### src/sv/gdsb_pkg.sv
// Shared types, codes and constants for the gate driver bring-up sequencer.
// No dependencies; every other file imports this package.
package gdsb_pkg;

    localparam int NUM_SETTING_WORDS_DEF = 5;
    localparam int NUM_STATUS_WORDS_DEF  = 2;
    localparam int CFG_SETTING_REGS      = 5;
    localparam int MAX_SETTING_WORDS     = 8;
    localparam int MAX_STATUS_WORDS      = 4;
    localparam int DATA_W                = 11;
    localparam int WAIT_W                = 8;
    localparam int STEP_W                = 8;
    localparam int ADDR_W                = 4;
    localparam int FRAME_W               = 16;
    localparam int CFG_IDX_W             = 3;
    localparam int QUEUE_DEPTH           = 4;

    typedef logic [DATA_W-1:0] t_data;

    localparam t_data SETTING_RESET [CFG_SETTING_REGS] =
        '{11'd512, 11'd802, 11'd1570, 11'd804, 11'd643};
    localparam logic [WAIT_W-1:0] WAIT_RESET = 8'd250;
    localparam logic [ADDR_W-1:0] SETTING_BASE_ADDR = 4'd2;

    // Configuration register indexes
    localparam logic [CFG_IDX_W-1:0] CFG_WAKE_WAIT  = 3'd5;
    localparam logic [CFG_IDX_W-1:0] CFG_SLEEP_WAIT = 3'd6;

    // Input opcodes
    localparam logic [1:0] OP_PREPARE = 2'd0;
    localparam logic [1:0] OP_TICK    = 2'd1;
    localparam logic [1:0] OP_REPLY   = 2'd2;

    // Prepare targets
    localparam logic [1:0] TGT_ENABLE  = 2'd0;
    localparam logic [1:0] TGT_DISABLE = 2'd1;
    localparam logic [1:0] TGT_STATUS  = 2'd2;

    // Phase codes as shown on the result
    localparam logic [2:0] PH_INIT       = 3'd0;
    localparam logic [2:0] PH_WAIT_SLEEP = 3'd1;
    localparam logic [2:0] PH_WAIT_WAKE  = 3'd2;
    localparam logic [2:0] PH_WRITE      = 3'd3;
    localparam logic [2:0] PH_READBACK   = 3'd4;
    localparam logic [2:0] PH_STATUS     = 3'd5;
    localparam logic [2:0] PH_DONE       = 3'd6;
    localparam logic [2:0] PH_FAILED     = 3'd7;

    typedef enum logic [1:0] {
        KIND_PREPARE,
        KIND_TICK,
        KIND_REPLY,
        KIND_IGNORE
    } t_kind;

    typedef struct packed {
        logic [1:0]  opcode;
        logic [1:0]  target_operation;
        logic [15:0] reply_word;
    } t_item;

    typedef struct packed {
        logic        frame_valid;
        logic [15:0] frame_word;
        logic        gate_enable;
        logic [2:0]  phase;
        logic        unreachable;
        logic [10:0] fault_status_one;
        logic [10:0] fault_status_two;
    } t_result;

    typedef struct packed {
        t_kind      kind;
        logic [1:0] target;
        t_data      reply;
    } t_cmd;

    function automatic logic [FRAME_W-1:0] make_frame(input logic rd,
                                                      input logic [ADDR_W-1:0] addr,
                                                      input t_data data);
        return {rd, addr, data};
    endfunction

endpackage

### src/sv/gdsb_front.sv
// Front end: classifies incoming beats and holds them in a short command queue.
// Depends on gdsb_pkg.
module gdsb_front
    import gdsb_pkg::*;
(
    input  logic  i_clk,
    input  logic  i_rst_n,
    input  logic  i_push,
    input  t_item i_item,
    output logic  o_full,
    output logic  o_cmd_valid,
    output t_cmd  o_cmd,
    input  logic  i_cmd_take
);

    localparam int PTR_W = $clog2(QUEUE_DEPTH);
    localparam int CNT_W = $clog2(QUEUE_DEPTH + 1);

    t_cmd             r_mem [QUEUE_DEPTH];
    logic [PTR_W-1:0] r_wr_ptr;
    logic [PTR_W-1:0] r_rd_ptr;
    logic [CNT_W-1:0] r_count;
    t_cmd             w_cmd;
    logic             w_push_acc;
    logic             w_take;

    // Classify the beat and keep only the low data bits of the reply
    always_comb begin
        w_cmd.target = i_item.target_operation;
        w_cmd.reply  = i_item.reply_word[DATA_W-1:0];
        unique case (i_item.opcode)
            OP_PREPARE: w_cmd.kind = KIND_PREPARE;
            OP_TICK:    w_cmd.kind = KIND_TICK;
            OP_REPLY:   w_cmd.kind = KIND_REPLY;
            default:    w_cmd.kind = KIND_IGNORE;
        endcase
    end

    assign o_full      = (r_count == CNT_W'(QUEUE_DEPTH));
    assign o_cmd_valid = (r_count != '0);
    assign o_cmd       = r_mem[r_rd_ptr];
    assign w_push_acc  = i_push && !o_full;
    assign w_take      = i_cmd_take && o_cmd_valid;

    always_ff @(posedge i_clk) begin
        if (w_push_acc) begin
            r_mem[r_wr_ptr] <= w_cmd;
        end
    end

    always_ff @(posedge i_clk) begin
        if (!i_rst_n) begin
            r_wr_ptr <= '0;
            r_rd_ptr <= '0;
            r_count  <= '0;
        end else begin
            if (w_push_acc) begin
                r_wr_ptr <= r_wr_ptr + 1'b1;
            end
            if (w_take) begin
                r_rd_ptr <= r_rd_ptr + 1'b1;
            end
            if (w_push_acc && !w_take) begin
                r_count <= r_count + 1'b1;
            end else if (!w_push_acc && w_take) begin
                r_count <= r_count - 1'b1;
            end
        end
    end

endmodule

### src/sv/gdsb_back.sv
// Back end: configuration registers, bring-up sequencer and result register.
// Depends on gdsb_pkg.
module gdsb_back
    import gdsb_pkg::*;
#(
    parameter int NUM_SETTING_WORDS = NUM_SETTING_WORDS_DEF,
    parameter int NUM_STATUS_WORDS  = NUM_STATUS_WORDS_DEF
) (
    input  logic                 i_clk,
    input  logic                 i_rst_n,
    input  logic                 i_cfg_we,
    input  logic [CFG_IDX_W-1:0] i_cfg_idx,
    input  t_data                i_cfg_data,
    input  logic                 i_cmd_valid,
    input  t_cmd                 i_cmd,
    output logic                 o_cmd_take,
    output logic                 o_empty,
    input  logic                 i_pop,
    output t_result              o_res
);

    typedef enum logic [2:0] {
        S_INIT        = PH_INIT,
        S_WAIT_SLEEP  = PH_WAIT_SLEEP,
        S_WAIT_WAKE   = PH_WAIT_WAKE,
        S_WRITE       = PH_WRITE,
        S_READBACK    = PH_READBACK,
        S_READ_STATUS = PH_STATUS,
        S_DONE        = PH_DONE,
        S_FAILED      = PH_FAILED
    } t_phase;

    localparam logic [STEP_W-1:0] N_SET  = STEP_W'(NUM_SETTING_WORDS);
    localparam logic [STEP_W-1:0] N_STAT = STEP_W'(NUM_STATUS_WORDS);

    t_data             r_setting [CFG_SETTING_REGS];
    logic [WAIT_W-1:0] r_wake_wait;
    logic [WAIT_W-1:0] r_sleep_wait;

    t_phase            r_phase,   n_phase;
    logic [1:0]        r_target,  n_target;
    logic [STEP_W-1:0] r_step,    n_step;
    logic              r_await,   n_await;
    logic              r_mism,    n_mism;
    logic              r_enable,  n_enable;
    logic              r_unreach, n_unreach;
    t_data             r_status [MAX_STATUS_WORDS];
    t_data             n_status [MAX_STATUS_WORDS];
    logic              r_out_valid;
    t_result           r_res,     n_res;

    t_data             w_set_tab [MAX_SETTING_WORDS];
    t_data             w_set_cur;
    logic [STEP_W-1:0] w_k;
    logic              w_take;
    logic              w_fv;
    logic [FRAME_W-1:0] w_fw;

    // Words beyond the configured five read as zero
    always_comb begin
        for (int i = 0; i < MAX_SETTING_WORDS; i++) begin
            w_set_tab[i] = '0;
        end
        for (int i = 0; i < CFG_SETTING_REGS; i++) begin
            w_set_tab[i] = r_setting[i];
        end
    end

    assign w_set_cur  = w_set_tab[r_step[$clog2(MAX_SETTING_WORDS)-1:0]];
    assign w_k        = r_step - 1'b1;
    assign w_take     = i_cmd_valid && (!r_out_valid || i_pop);
    assign o_cmd_take = w_take;
    assign o_empty    = !r_out_valid;
    assign o_res      = r_res;

    always_comb begin
        n_phase   = r_phase;
        n_target  = r_target;
        n_step    = r_step;
        n_await   = r_await;
        n_mism    = r_mism;
        n_enable  = r_enable;
        n_unreach = r_unreach;
        n_status  = r_status;
        w_fv      = 1'b0;
        w_fw      = '0;

        unique case (i_cmd.kind)
            KIND_PREPARE: begin
                n_target = i_cmd.target;
                n_phase  = S_INIT;
                n_await  = 1'b0;
            end
            KIND_TICK: begin
                unique case (r_phase)
                    S_INIT: begin
                        case (r_target)
                            TGT_ENABLE: begin
                                n_enable = 1'b1;
                                n_phase  = S_WAIT_WAKE;
                                n_step   = '0;
                            end
                            TGT_DISABLE: begin
                                n_enable = 1'b0;
                                n_phase  = S_WAIT_SLEEP;
                                n_step   = '0;
                            end
                            TGT_STATUS: begin
                                n_phase = S_READ_STATUS;
                                n_step  = '0;
                            end
                            default: ;
                        endcase
                    end
                    S_WAIT_SLEEP: begin
                        if (r_step < r_sleep_wait) begin
                            n_step = r_step + 1'b1;
                        end else begin
                            n_phase = S_DONE;
                            n_step  = '0;
                        end
                    end
                    S_WAIT_WAKE: begin
                        if (r_step < r_wake_wait) begin
                            n_step = r_step + 1'b1;
                        end else begin
                            n_phase = S_WRITE;
                            n_step  = '0;
                        end
                    end
                    S_WRITE: begin
                        if (r_step < N_SET) begin
                            w_fv   = 1'b1;
                            w_fw   = make_frame(1'b0,
                                                SETTING_BASE_ADDR + r_step[ADDR_W-1:0],
                                                w_set_cur);
                            n_step = r_step + 1'b1;
                        end else begin
                            n_phase = S_READBACK;
                            n_step  = '0;
                            n_mism  = 1'b0;
                            n_await = 1'b0;
                        end
                    end
                    S_READBACK: begin
                        // A reply still pending here never arrived: count a mismatch
                        n_mism  = r_mism || r_await;
                        n_await = 1'b0;
                        if (r_step < N_SET) begin
                            w_fv     = 1'b1;
                            w_fw     = make_frame(1'b1,
                                                  SETTING_BASE_ADDR + r_step[ADDR_W-1:0],
                                                  '0);
                            n_await  = 1'b1;
                            n_step   = r_step + 1'b1;
                        end else if (!n_mism) begin
                            n_unreach = 1'b0;
                            n_phase   = S_READ_STATUS;
                            n_step    = '0;
                        end else begin
                            n_enable  = 1'b0;
                            n_unreach = 1'b1;
                            n_phase   = S_FAILED;
                        end
                    end
                    S_READ_STATUS: begin
                        n_await = 1'b0;
                        if (r_step < N_STAT) begin
                            w_fv    = 1'b1;
                            w_fw    = make_frame(1'b1, r_step[ADDR_W-1:0], '0);
                            n_await = 1'b1;
                            n_step  = r_step + 1'b1;
                        end else begin
                            n_phase = S_DONE;
                            n_step  = '0;
                        end
                    end
                    S_DONE, S_FAILED: ;
                endcase
            end
            KIND_REPLY: begin
                if (r_await && (r_step != '0)) begin
                    if (r_phase == S_READBACK) begin
                        // Compare against the setting word as it stands now
                        if (i_cmd.reply != w_set_tab[w_k[$clog2(MAX_SETTING_WORDS)-1:0]]) begin
                            n_mism = 1'b1;
                        end
                    end else if (r_phase == S_READ_STATUS && w_k < N_STAT) begin
                        n_status[w_k[1:0]] = i_cmd.reply;
                    end
                end
                n_await = 1'b0;
            end
            KIND_IGNORE: ;
        endcase

        n_res.frame_valid      = w_fv;
        n_res.frame_word       = w_fw;
        n_res.gate_enable      = n_enable;
        n_res.phase            = n_phase;
        n_res.unreachable      = n_unreach;
        n_res.fault_status_one = n_status[0];
        n_res.fault_status_two = (NUM_STATUS_WORDS > 1) ? n_status[1] : '0;
    end

    // Result payload: load on take, no reset needed
    always_ff @(posedge i_clk) begin
        if (w_take) begin
            r_res <= n_res;
        end
    end

    always_ff @(posedge i_clk) begin
        if (!i_rst_n) begin
            for (int i = 0; i < CFG_SETTING_REGS; i++) begin
                r_setting[i] <= SETTING_RESET[i];
            end
            r_wake_wait  <= WAIT_RESET;
            r_sleep_wait <= WAIT_RESET;
            r_phase      <= S_DONE;
            r_target     <= '0;
            r_step       <= '0;
            r_await      <= 1'b0;
            r_mism       <= 1'b0;
            r_enable     <= 1'b0;
            r_unreach    <= 1'b0;
            for (int i = 0; i < MAX_STATUS_WORDS; i++) begin
                r_status[i] <= '0;
            end
            r_out_valid  <= 1'b0;
        end else begin
            if (i_cfg_we) begin
                if (i_cfg_idx < CFG_WAKE_WAIT) begin
                    r_setting[i_cfg_idx] <= i_cfg_data;
                end else if (i_cfg_idx == CFG_WAKE_WAIT) begin
                    r_wake_wait <= i_cfg_data[WAIT_W-1:0];
                end else if (i_cfg_idx == CFG_SLEEP_WAIT) begin
                    r_sleep_wait <= i_cfg_data[WAIT_W-1:0];
                end
            end
            if (w_take) begin
                r_phase     <= n_phase;
                r_target    <= n_target;
                r_step      <= n_step;
                r_await     <= n_await;
                r_mism      <= n_mism;
                r_enable    <= n_enable;
                r_unreach   <= n_unreach;
                r_status    <= n_status;
                r_out_valid <= 1'b1;
            end else if (i_pop) begin
                r_out_valid <= 1'b0;
            end
        end
    end

endmodule

### src/sv/gate_driver_spi_bringup_sequencer.sv
// Top level of the gate driver bring-up sequencer.
// Depends on gdsb_pkg, gdsb_front and gdsb_back.
//
// Usage:
//   Input channel (push/full): each beat is one item of t_item - a prepare
//   (choose enable, disable or status read), a PWM period tick, or an SPI
//   reply. A beat is taken on a clock edge with push high and full low.
//   Result channel (empty/pop): every input beat yields exactly one t_result
//   beat, in order, showing the frame to send (if any), gate enable, phase,
//   unreachable flag and the last fault status words.
//   Configuration: i_cfg_we/i_cfg_idx/i_cfg_data write the five setting words
//   (indexes 0..4) and the wake and sleep wait counts (5 and 6); index 7 is
//   dropped. Write only while the block is idle.
// Flow:
//   A beat enters a four-entry command queue in the front end; the back end
//   takes one command a cycle into its output register while that register is
//   empty or being popped, so each beat passes through the queue and then the
//   output register, and one beat per cycle is sustained while pop stays high.
// Reset: synchronous, active low; empties the command queue and the result register,
//   loads the default settings and leaves the sequencer in the done phase, gate disabled.
// Stalls: with pop low the result holds; the back end halts and the command
//   queue absorbs up to four further beats before full rises.
module gate_driver_spi_bringup_sequencer
    import gdsb_pkg::*;
#(
    parameter int NUM_SETTING_WORDS = NUM_SETTING_WORDS_DEF,
    parameter int NUM_STATUS_WORDS  = NUM_STATUS_WORDS_DEF
) (
    input  logic                 i_clk,
    input  logic                 i_rst_n,
    input  logic                 push,
    input  t_item                i_item,
    output logic                 full,
    output logic                 empty,
    input  logic                 pop,
    output t_result              o_res,
    input  logic                 i_cfg_we,
    input  logic [CFG_IDX_W-1:0] i_cfg_idx,
    input  t_data                i_cfg_data
);

    logic w_cmd_valid;
    t_cmd w_cmd;
    logic w_cmd_take;

    // Front end: classify and queue each beat
    gdsb_front u_front (
        .i_clk       (i_clk),
        .i_rst_n     (i_rst_n),
        .i_push      (push),
        .i_item      (i_item),
        .o_full      (full),
        .o_cmd_valid (w_cmd_valid),
        .o_cmd       (w_cmd),
        .i_cmd_take  (w_cmd_take)
    );

    // Back end: advance the sequence and hold the result beat
    gdsb_back #(
        .NUM_SETTING_WORDS (NUM_SETTING_WORDS),
        .NUM_STATUS_WORDS  (NUM_STATUS_WORDS)
    ) u_back (
        .i_clk       (i_clk),
        .i_rst_n     (i_rst_n),
        .i_cfg_we    (i_cfg_we),
        .i_cfg_idx   (i_cfg_idx),
        .i_cfg_data  (i_cfg_data),
        .i_cmd_valid (w_cmd_valid),
        .i_cmd       (w_cmd),
        .o_cmd_take  (w_cmd_take),
        .o_empty     (empty),
        .i_pop       (pop),
        .o_res       (o_res)
    );

endmodule

### config.mk
export PLATFORM = sky130hd
export DESIGN_NAME = gate_driver_spi_bringup_sequencer
export DESIGN_NICKNAME = d
export VERILOG_FILES = /design/src/sv/gdsb_pkg.sv /design/src/sv/gdsb_front.sv /design/src/sv/gdsb_back.sv /design/src/sv/gate_driver_spi_bringup_sequencer.sv
export SDC_FILE = /design/constraint.sdc
export NUM_CORES = 1
export LEC_CHECK = 0
export BUFFER_PORTS_ARGS = -buffer_cell sky130_fd_sc_hd__buf_2
export CORE_ASPECT_RATIO = 0.75
export CORE_MARGIN = 4
export CORE_UTILIZATION = 59
export DETAILED_ROUTE_END_ITERATION = 8
export PLACE_DENSITY = 0.86
export SETUP_SLACK_MARGIN = 0.3
export SLEW_MARGIN = 25
export SYNTH_ARGS = -nofsm -noshare
export SYNTH_HDL_FRONTEND = slang
export SYNTH_HIERARCHICAL = 1
export SYNTH_SLANG_ARGS = --single-unit
### constraint.sdc
create_clock -name i_clk -period 4.07 [get_ports i_clk]
set_input_delay 0 -clock i_clk [delete_from_list [all_inputs] [get_ports i_clk]]
set_output_delay 0 -clock i_clk [all_outputs]
set_load 0.1 [all_outputs]
==> results of run 1 <==
-- synthesized netlist by cell type, types with 5 or more instances --
cell        n  area, um^2
inv_1      30         113
ha_1       31         388
o211ai_1   16         120
nor2_1     40         150
nor3_1      8        40.0
nand3_1    16        80.1
a21oi_1    15        75.1
o32ai_1     5        43.8
a22oi_1    11        82.6
edfxtp_1  159        4770
a31oi_1     9        56.3
dfxtp_1    65        1300
buf_2      12        60.1
and2_1     50         313
a21o_1      6        45.0
nor3b_1     5        37.5
mux2i_1     5        50.1
mux2_2     15         169
clkbuf_1   33         124
a21boi_0    8        60.1
mux4_2     37         833
or3_1      13        81.3
nand2_1    95         357
a21boi_1   23         173
xnor2_1    14         123
and3_1      5        31.3
nand2b_1   20         125
o21ai_0    25         125
nor2b_1    11        68.8
xor2_1      7        61.3
-- flip-flops by register name, indices dropped and copies added (netlist names), 3 cells and up, named ones only --
register / cells
u_back/r_step: 8
u_back/r_sleep_wait: 8
u_back/r_wake_wait: 8
u_back/r_setting: 55
u_back/o_res: 44
u_back/r_status: 22
u_front/r_mem: 60
u_back/r_phase: 3
u_front/r_count: 3
-- final cells by class --
class,count,area share
inverter,31,0.00945
clock buffer,32,0.0519
timing repair buffer,126,0.0673
clock inverter,8,0.00376
multi-input combinational,552,0.349
tap,242,0.0246
sequential,224,0.494
-- worst max-delay path, stage by stage, from the launching register on --
cell      delay [ns]
dfxtp_1         0.57
mux4_2          0.70
nand4b_1        0.27
nor4_4          0.31
nand2_2         0.28
nor2_1          0.67
nand2_1         0.16
a21boi_0        0.21
-- power by group --
group	leakage, nW	total (mW)	switching, mW	internal [mW]
Sequential	2.05	3.08	0.195	2.88
Combinational	2.27	3.09	2.43	0.663
Clock	0.330	1.93	0.834	1.09
Total	4.66	8.10	3.46	4.64
-- how the worst max path moves through the flow --
stage / from / slack, ns / to / depth (start not counted)
final: register / 0.81 / u_back/r_status[22] / 7
after global routing: register / 0.55 / u_back/r_status[22] / 7
after CTS: register / 0.84 / u_back/r_status[22] / 7
after detailed placement: register / 0.95 / u_back/r_status[24] / 7
after global placement: register / 1.05 / u_back/r_step[7] / 7
after floorplan: u_back/r_step[1] / 0.91 / u_back/r_mism / 11
-- per-layer routing --
layer,GRT usage,share of wire
met4,0.0833,0.037
met2,0.381,0.45
met1,0.368,0.41
met3,0.0447,0.10
met5,0,0
-- metrics by stage --
step	utilization	total power, mW
6_report	0.693	8.10
5_1_grt	0.693	8.39
4_1_cts	0.693	8.09
3_5_place_dp	0.636	6.16
3_3_place_gp	0.636	6.09
2_1_floorplan	-	5.60
-- cells by family after synthesis --
logic type / count (synthesis)
and+or+nand+nor: 291
DFF: 224
AOI/OAI and AO/OA: 146
buffers and inverters: 84
muxes: 61
adders and majority gates: 32
xor gates and xnor gates: 22
==> results.ini, run 1 <==
[status]
status = complete, no violations

[finish]
final_common_cell = edfxtp_1
drive_gt1_frac = 0.197
areaGrowthSynthToFinish_pct = 14.5
fin_nets = 1028
insertedDiodeCount = 0
final_cell_mix = 159 x edfxtp_1, 95 x nand2_1, 79 x buf_2
seqCellArea_um2 = 6080
layout.cells.non_filler = 1215
multi_input_area_um2 = 4300
fill_cells = 1229
fin_area_um2 = 12300

[global_route]
grt_pass1_wl_um = 40400
grt_antenna_before_repair = 0
track_usage = 0.250
grt_pass1_vias = 7370
overflow = 0
grt_max_degree = 54

[setup_path]
r2r_setup_slack_ns = 0.81
reg2reg_depth = 7
endpoint_kind = register
cp.required_ns = 4.49
r2r-end = u_back/r_status[22]
worstPathMaxFanout = 14
critPathLaunchType = register
worstSetupPathType = reg -> reg
cp.arrival_ns = 3.68

[detailed_routing]
dr_total_vias = 7464
drc = 0
drt_iter0_drc = 927
routed_wl_um = 25200
antenna_left = 0
dr.pass1.iters = 8
wl_per_cell_um = 20.7
post_drt_via_cell_ratio = 6.14

[synthesis]
syn-num-nets = 931
synth-compound-area-share = 0.0988
synth_top_family_by_area = simple AND/OR/NAND/NOR gates
syn_avg_cell_area_um2 = 12.5
synth_xor_area_frac = 0.0186
yosys_warnings = 6
synth_adder_area_share = 0.0380
synthCells = 860
synth_ff_type = edfxtp_1
synthMuxAreaShare = 0.102
yosys.area_share.simple = 0.142
async_reset_ff_frac = 0
synth_edf_count = 159
synth-seq-area-share = 0.565
ys_types = 74
syn_area_um2 = 10700
synth_seq_cells = 224

[placement]
post_dp_cell_area_um2 = 11300
dp_hpwl_um = 16800
dpl_worst_slack_ns = 0.951
dp.cells = 1143
routabilityCongestion = 0.914
io_buffers = 79

[clock_network]
clkLatencyLatePin_ns = 0.50
cts_tree = yes
cts_made_buffers = 22
cts_root_buffer = clkbuf_16
postCtsSetupRepairBufs = 0
htree_levels = 1
clkSinkCount = 224
hold_buffers = 32
clock_path_buffers = 3
cts_resized = 0
clk_pin_slew_ns = 0.06

[timing]
fin_crit_sh = 0.801
hold_viol_final = 0
final.setup.tns_ns = 0
finalMaxSlewViolations = 0
maxSlewHeadroom = 0.404
whs_ns = 0.0279
setup_viol = 0
fmax_mhz = 307
tightestPinTransition_ns = 0.894
finClkSkew_ns = 0.0102
fin_crit_ns = 3.26
rsz0062_at_grt = false
worst_slack_ns = 0.811

[die]
dieWidth_um = 164
die-area_um2 = 20500
fp.dieH_um = 125
ioPinCount = 85
design.core.area_um2 = 17800
initial_core_util = 0.605
rows = 42

[flow_run]
drv_cap = 0

[min_path]
hold_path.startpoint = i_cfg_idx[2]
hold_class = in -> reg
holdPathStages = 4
hold_end = u_back/r_wake_wait[2]

[power]
leakagePower_nw = 4.66
max-vdd-ir-drop_mv = 0.588
power_density_nw_per_um2 = 658

(Power assumes the default switching activity.)
==> inputs of run 2 (changes only) <==
--- a/config.mk
+++ b/config.mk
@@ -5,12 +5,13 @@
 export SDC_FILE = /design/constraint.sdc
 export NUM_CORES = 1
 export LEC_CHECK = 0
+export ABC_AREA = 1
 export BUFFER_PORTS_ARGS = -buffer_cell sky130_fd_sc_hd__buf_2
 export CORE_ASPECT_RATIO = 0.75
 export CORE_MARGIN = 4
-export CORE_UTILIZATION = 59
+export CORE_UTILIZATION = 55
 export DETAILED_ROUTE_END_ITERATION = 8
-export PLACE_DENSITY = 0.86
+export PLACE_DENSITY = 0.84
 export SETUP_SLACK_MARGIN = 0.3
 export SLEW_MARGIN = 25
 export SYNTH_ARGS = -nofsm -noshare
==> constraint.sdc (replaced) <==
create_clock -name i_clk -period 2.7 [get_ports i_clk]
set_input_delay 0 -clock i_clk [delete_from_list [all_inputs] [get_ports i_clk]]
set_output_delay 0 -clock i_clk [all_outputs]
set_load 0.1 [all_outputs]
==> results.ini, run 2 <==
[global_route]
grt_antenna_before_repair = 0  ; unchanged
grt_pass1_wl_um = 42800  ; +6.0%
grt_max_degree = 87  ; +61%
overflow = 0  ; unchanged
grt_pass1_vias = 8553  ; +16%
track_usage = 0.239  ; -0.0118

[timing]
finClkSkew_ns = 0.0265  ; +0.0163 ns
final.setup.tns_ns = 0  ; unchanged
worst_slack_ns = 0.373  ; -0.438 ns
hold_viol_final = 0  ; unchanged
fin_crit_sh = 0.862  ; +0.0610
tightestPinTransition_ns = 0.681  ; -0.213 ns
setup_viol = 0  ; unchanged
rsz0062_at_grt = true
maxSlewHeadroom = 0.543  ; +0.139
whs_ns = 0.235  ; +0.207 ns
fmax_mhz = 430  ; +40%
fin_crit_ns = 2.33  ; -0.932 ns
finalMaxSlewViolations = 0  ; unchanged

[synthesis]
ys_types = 48  ; -35%
syn_area_um2 = 11100  ; +2.9%
synth_ff_type = edfxtp_1
yosys.area_share.simple = 0.192  ; +0.0503
synth_seq_cells = 224  ; unchanged
syn_avg_cell_area_um2 = 9.11  ; -27%
synth_top_area_cell = edfxtp_1
synth-seq-area-share = 0.549  ; -0.0161
synth_top_family_by_area = simple AND/OR/NAND/NOR gates
synthMuxAreaShare = 0  ; -0.102
syn-num-nets = 1285  ; +38%
synth_edf_count = 159  ; unchanged
synth-compound-area-share = 0.134  ; +0.0349
synth_xor_area_frac = 0.00396  ; -0.0147
synth.most_common_cell = nand2_1
synthTopCellsByArea = edfxtp_1 43%, dfxtp_1 12%, nand2_1 7.4%
yosys-top-cells-count = 219 x nand2_1, 159 x edfxtp_1, 156 x nor2_1
yosys_warnings = 6  ; unchanged
synthCells = 1214  ; +41%
yosysTopAreaCellShare = 0.432  ; -0.0126
synth_adder_area_share = 0.0369  ; -0.00108
async_reset_ff_frac = 0  ; unchanged

[flow_run]
drv_cap = 0  ; unchanged

[placement]
io_buffers = 79  ; unchanged
dp_hpwl_um = 17900  ; +6.1%
post_dp_cell_area_um2 = 11700  ; +3.8%
dpl_worst_slack_ns = 0.0326  ; -0.918 ns
dp.cells = 1520  ; +33%
routabilityCongestion = 0.890  ; -2.6%

[die]
rows = 44  ; +4.8%
dieWidth_um = 172  ; +4.8%
fp.dieH_um = 131  ; +4.7%
ioPinCount = 85  ; unchanged
design.core.area_um2 = 19500  ; +10%
die-area_um2 = 22500  ; +9.8%
initial_core_util = 0.566  ; -0.0391

[finish]
fill_cells = 1415  ; +15%
drive_gt1_frac = 0.185  ; -0.0119
insertedDiodeCount = 0  ; unchanged
regMostFlops = u_front/r_mem
multi_input_area_um2 = 4180  ; -2.7%
final_cell_mix = 217 x nand2_1, 159 x edfxtp_1, 155 x nor2_1
final_common_cell = nand2_1
areaGrowthSynthToFinish_pct = 17.8
fin_nets = 1403  ; +36%
fin_area_um2 = 13000  ; +5.9%
final_core_utilization = 0.667  ; -0.0261
seqCellArea_um2 = 6090  ; +0.21%
largest_reg_flops = 60  ; unchanged
layout.cells.non_filler = 1601  ; +32%

[min_path]
hold_class = in -> reg

[power]
max-vdd-ir-drop_mv = 0.793  ; +35%
leakagePower_nw = 5.71  ; +23%
finalPower_mw = 14.9  ; +84%
power_density_nw_per_um2 = 1140  ; +73%

[clock_network]
htree_levels = 1  ; unchanged
clkLatencyLatePin_ns = 0.51  ; about the same
clock_path_buffers = 3  ; unchanged
clk_pin_slew_ns = 0.07  ; about the same
clkSinkCount = 224  ; unchanged
cts_tree = yes
cts_root_buffer = clkbuf_16
cts_made_buffers = 22  ; unchanged

[detailed_routing]
drt_iter0_drc = 1169  ; +26%
wl_per_cell_um = 17.3  ; -16%
post_drt_via_cell_ratio = 5.68  ; -7.5%
dr_total_vias = 9094  ; +22%
antenna_left = 0  ; unchanged
drc = 0  ; unchanged
routed_wl_um = 27700  ; +10%
dr.pass1.iters = 5  ; -3

[setup_path]
crit_buf_inv = 4  ; +4
cp.arrival_ns = 2.75  ; -0.93 ns
endpoint_kind = register
max_stage_delay_ns = 0.38  ; -0.32 ns
critPathLaunchType = register
worstSetupPathType = reg -> reg
worstPathMaxFanout = 12  ; -2
cp_common_cell = buf_4
critPathTopFamily = simple AND/OR/NAND/NOR gates
cp.required_ns = 3.12  ; -1.37 ns
worstPathCellList = buf_12 -> o21ai_2 -> o22ai_2 -> buf_4 -> nor2_2 -> inv_1 -> buf_4 -> nor2_1 -> nand4_4 -> nor2_4 -> nand4_1 -> a21oi_1
r2r_setup_slack_ns = 0.37  ; -0.44 ns
cp_slowest_cell = dfxtp_4

[status]
status = complete, no violations

-- run 2: cell types whose count changed after synthesis, moves of 37 or more --
cell,before,now
a21oi_1,15,63
mux4_2,37,0
and2_1,50,0
nor2_1,40,156
inv_1,30,155
nand3_1,16,70
nand2_1,95,219
-- run 2: final cells by class --
type                       instances  area share
timing repair inverter             1    0.000576
clock inverter                     6     0.00566
clock buffer                      34      0.0513
sequential                       224       0.467
tap                              253      0.0243
timing repair buffer             143      0.0793
inverter                         169      0.0507
multi-input combinational        771       0.321
-- run 2: kinds of logic after synthesis --
| kind of cell | Yosys count |
|---|---|
| fa+ha+maj | 32 |
| compound gates | 243 |
| simple gates | 491 |
| xor+xnor | 5 |
| flops | 224 |
| buf+inv | 219 |
-- run 2: repair_timing --
item                                    4_1_cts  5_1_grt
endpoints found under the hold margin       129        0
gates resized for setup                       7       32
endpoints found under the setup margin       45       66
hold buffers                                 34        0
pin swaps                                     0        2
setup buffers                                 0        5
cloned                                        0        2
-- run 2: layer usage --
layer  part of all wire  global-route usage  wire [um]
met4              0.035              0.0827        983
met1               0.40               0.328      11200
met5                  0                   0          0
met2               0.47               0.393      12900
met3              0.096              0.0355       2660
-- run 2: worst paths after layout --
| path | start | to | depth (start not counted) |
|---|---|---|---|
| worst max-delay path | register | u_back/r_step[3] | 12 |
| worst max register to register | register | u_back/r_step[3] | 12 |
| worst min-delay path | i_item[16] | u_front/r_mem[3][11] | 2 |
| worst min register to register | u_back/r_wake_wait[0] | u_back/r_wake_wait[0] | 2 |
-- run 2: where the power goes --
part / internal (mW) / switching [mW]
Sequential: 4.63 / 0.421
Clock: 1.82 / 1.31
Combinational: 1.47 / 5.21
==> inputs of run 3 (changes only) <==
==> constraint.sdc (replaced) <==
create_clock -name i_clk -period 2.7 [get_ports i_clk]
set_input_delay 0.135 -clock i_clk [delete_from_list [all_inputs] [get_ports i_clk]]
set_output_delay 0.135 -clock i_clk [all_outputs]
set_load 0.1 [all_outputs]
==> results.ini, run 3 (synthesis gave the netlist of run 2 again) <==
[timing]
rsz0062_at_grt = true
finalMaxSlewViolations = 0  ; unchanged
hold_viol_final = 0  ; unchanged
tightestPinTransition_ns = 0.702  ; +0.0208 ns
maxSlewHeadroom = 0.529  ; -0.0139
setup_viol = 0  ; unchanged
final.setup.tns_ns = 0  ; unchanged
fmax_mhz = 414  ; -3.6%
finClkSkew_ns = 0.0125  ; -0.0139 ns
fin_crit_ns = 2.41  ; +0.0876 ns
fin_crit_sh = 0.894  ; +0.0324

[global_route]
overflow = 0  ; unchanged
track_usage = 0.237  ; -0.00116
grt_pass1_vias = 8643  ; +1.1%
grt_antenna_before_repair = 0  ; unchanged
grt_max_degree = 72  ; -17%
grt_pass1_wl_um = 42500  ; -0.74%

[finish]
largest_reg_flops = 60  ; unchanged
final_common_cell = nand2_1
areaGrowthSynthToFinish_pct = 17.3
final_cell_mix = 211 x nand2_1, 159 x edfxtp_1, 153 x nor2_1
regMostFlops = u_front/r_mem
fin_nets = 1396  ; -0.50%
insertedDiodeCount = 0  ; unchanged
final_core_utilization = 0.664  ; -0.00314
drive_gt1_frac = 0.195  ; +0.00917
layout.cells.non_filler = 1594  ; -0.44%

[placement]
dp_hpwl_um = 18200  ; +1.8%
dp.cells = 1521  ; +0.066%
routabilityCongestion = 0.897  ; +0.70%
io_buffers = 79  ; unchanged

[status]
status = complete, no violations

[detailed_routing]
drt_iter0_drc = 1006  ; -14%
wl_per_cell_um = 17.7  ; +2.2%
dr_total_vias = 9177  ; +0.91%
dr.pass1.iters = 6  ; +1
post_drt_via_cell_ratio = 5.76  ; +1.4%
antenna_left = 0  ; unchanged
routed_wl_um = 28200  ; +1.7%
drc = 0  ; unchanged

[die]
ioPinCount = 85  ; unchanged
dieWidth_um = 172  ; unchanged
rows = 44  ; unchanged
fp.dieH_um = 131  ; unchanged
initial_core_util = 0.566  ; unchanged
design.core.area_um2 = 19500  ; unchanged
die-area_um2 = 22500  ; unchanged

[power]
pwr-share-seq = 0.342  ; +0.002
switching_share = 0.472  ; +0.00526
max-vdd-ir-drop_mv = 0.822  ; +3.6%
pwr-share-clk = 0.199  ; -0.011
switchingPower_mw = 7.00  ; +0.80%
leakagePower_nw = 5.68  ; -0.64%
combPwrFrac = 0.459  ; +0.009
p_int_mw = 7.82  ; -1.3%
power_density_nw_per_um2 = 1140  ; +0.15%

[clock_network]
clkSinkCount = 224  ; unchanged
cts_made_buffers = 23  ; +4.5%
htree_levels = 1  ; unchanged
clk_pin_slew_ns = 0.07  ; about the same
cts_root_buffer = clkbuf_16
clkLatencyLatePin_ns = 0.50  ; about the same
clock_path_buffers = 3  ; unchanged
cts_tree = yes

[setup_path]
cp.required_ns = 3.10  ; -0.02 ns
endpoint_kind = register
worstSetupPathType = reg -> reg
worstPathMaxFanout = 5  ; -7
cp.arrival_ns = 2.81  ; +0.06 ns
critPathLaunchType = register

[min_path]
hold_class = in -> reg

[flow_run]
drv_cap = 0  ; unchanged

run 3: cell types whose count changed in the layout (fill, tap and decap cells not counted), sizes merged:
cell | previous run | this run
clkinv | 3 | 12
inv | 166 | 164
buf | 106 | 110
dlymetal6s2s | 1 | 0
dlygate4sd3 | 34 | 22
bufinv | 1 | 0
clkbuf | 36 | 35
clkinvlp | 6 | 3
run 3: area by class of cell:
class | instances | area [um^2]
multi-input cells | 771 | 4250
inverters | 169 | 671
repair buffers | 135 | 945
clock buffers | 32 | 649
repair inverters | 1 | 7.51
flip-flops and latches | 224 | 6090
clock inverters | 9 | 42.5
fillers | 1394 | 6570
well taps | 253 | 317
run 3: worst paths after layout:
check | depth (start not counted) | start | slack, ns | to
worst max-delay path | 15 | register | 0.29 | u_back/r_status[41]
worst min-delay path | 3 | i_cfg_data[1] | 0.05 | u_back/r_setting[1][1]
worst max register to register | 15 | register | 0.29 | u_back/r_status[41]
worst min register to register | 2 | u_back/r_wake_wait[0] | 0.46 | u_back/r_wake_wait[0]
run 3: repair_timing:
action	4_1_cts	5_1_grt
buffers inserted	0	7
cloned	0	3
resized for setup	9	47
endpoints found under the setup margin	23	50
hold buffers	22	0
pin swaps	0	13
endpoints found under the hold margin	74	0
run 3: critical path: stages (launching register included):
cell and delay [ns]:
dfxtp_4 0.38, buf_6 0.14, o21ai_2 0.12, o22ai_2 0.12, buf_6 0.13, nor2_4 0.10
inv_2 0.06, nor2_4 0.12, nand3_2 0.10, nor4_4 0.34, nand3_4 0.18, clkbuf_16 0.20
nand2_1 0.07, o21ai_2 0.07, o21ai_1 0.12, inv_1 0.05
run 3: routing by layer:
| layer | wire length (um) | track usage |
|---|---|---|
| met1 | 11200 | 0.319 |
| met3 | 2520 | 0.0373 |
| met5 | 0 | 0 |
| met2 | 13500 | 0.396 |
| met4 | 993 | 0.0841 |
run 3: power by group through the flow:
stage / clock network (mW) / logic, mW / registers [mW]
CTS: 2.96 / 6.44 / 5.02
global route: 3.13 / 7.21 / 5.13
global placement: 0 / 6.21 / 5.05
finish: 2.95 / 6.80 / 5.07
floorplan: 0 / 2.88 / 7.36
detailed placement: 0 / 6.35 / 5.08
run 3: stage by stage:
step | area, um^2 | hold WS, ns | total power [mW] | worst slack (ns)
after floorplan | 11200 | 0.234 | 10.2 | 0.0570
after global placement | 11700 | 0.348 | 11.3 | 0.353
after detailed placement | 11700 | 0.351 | 11.4 | 0.229
after CTS | 12700 | 0.0339 | 14.4 | 0.326
after global routing | 13000 | 0.0638 | 15.5 | 0.166
final | 13000 | 0.0534 | 14.8 | 0.286
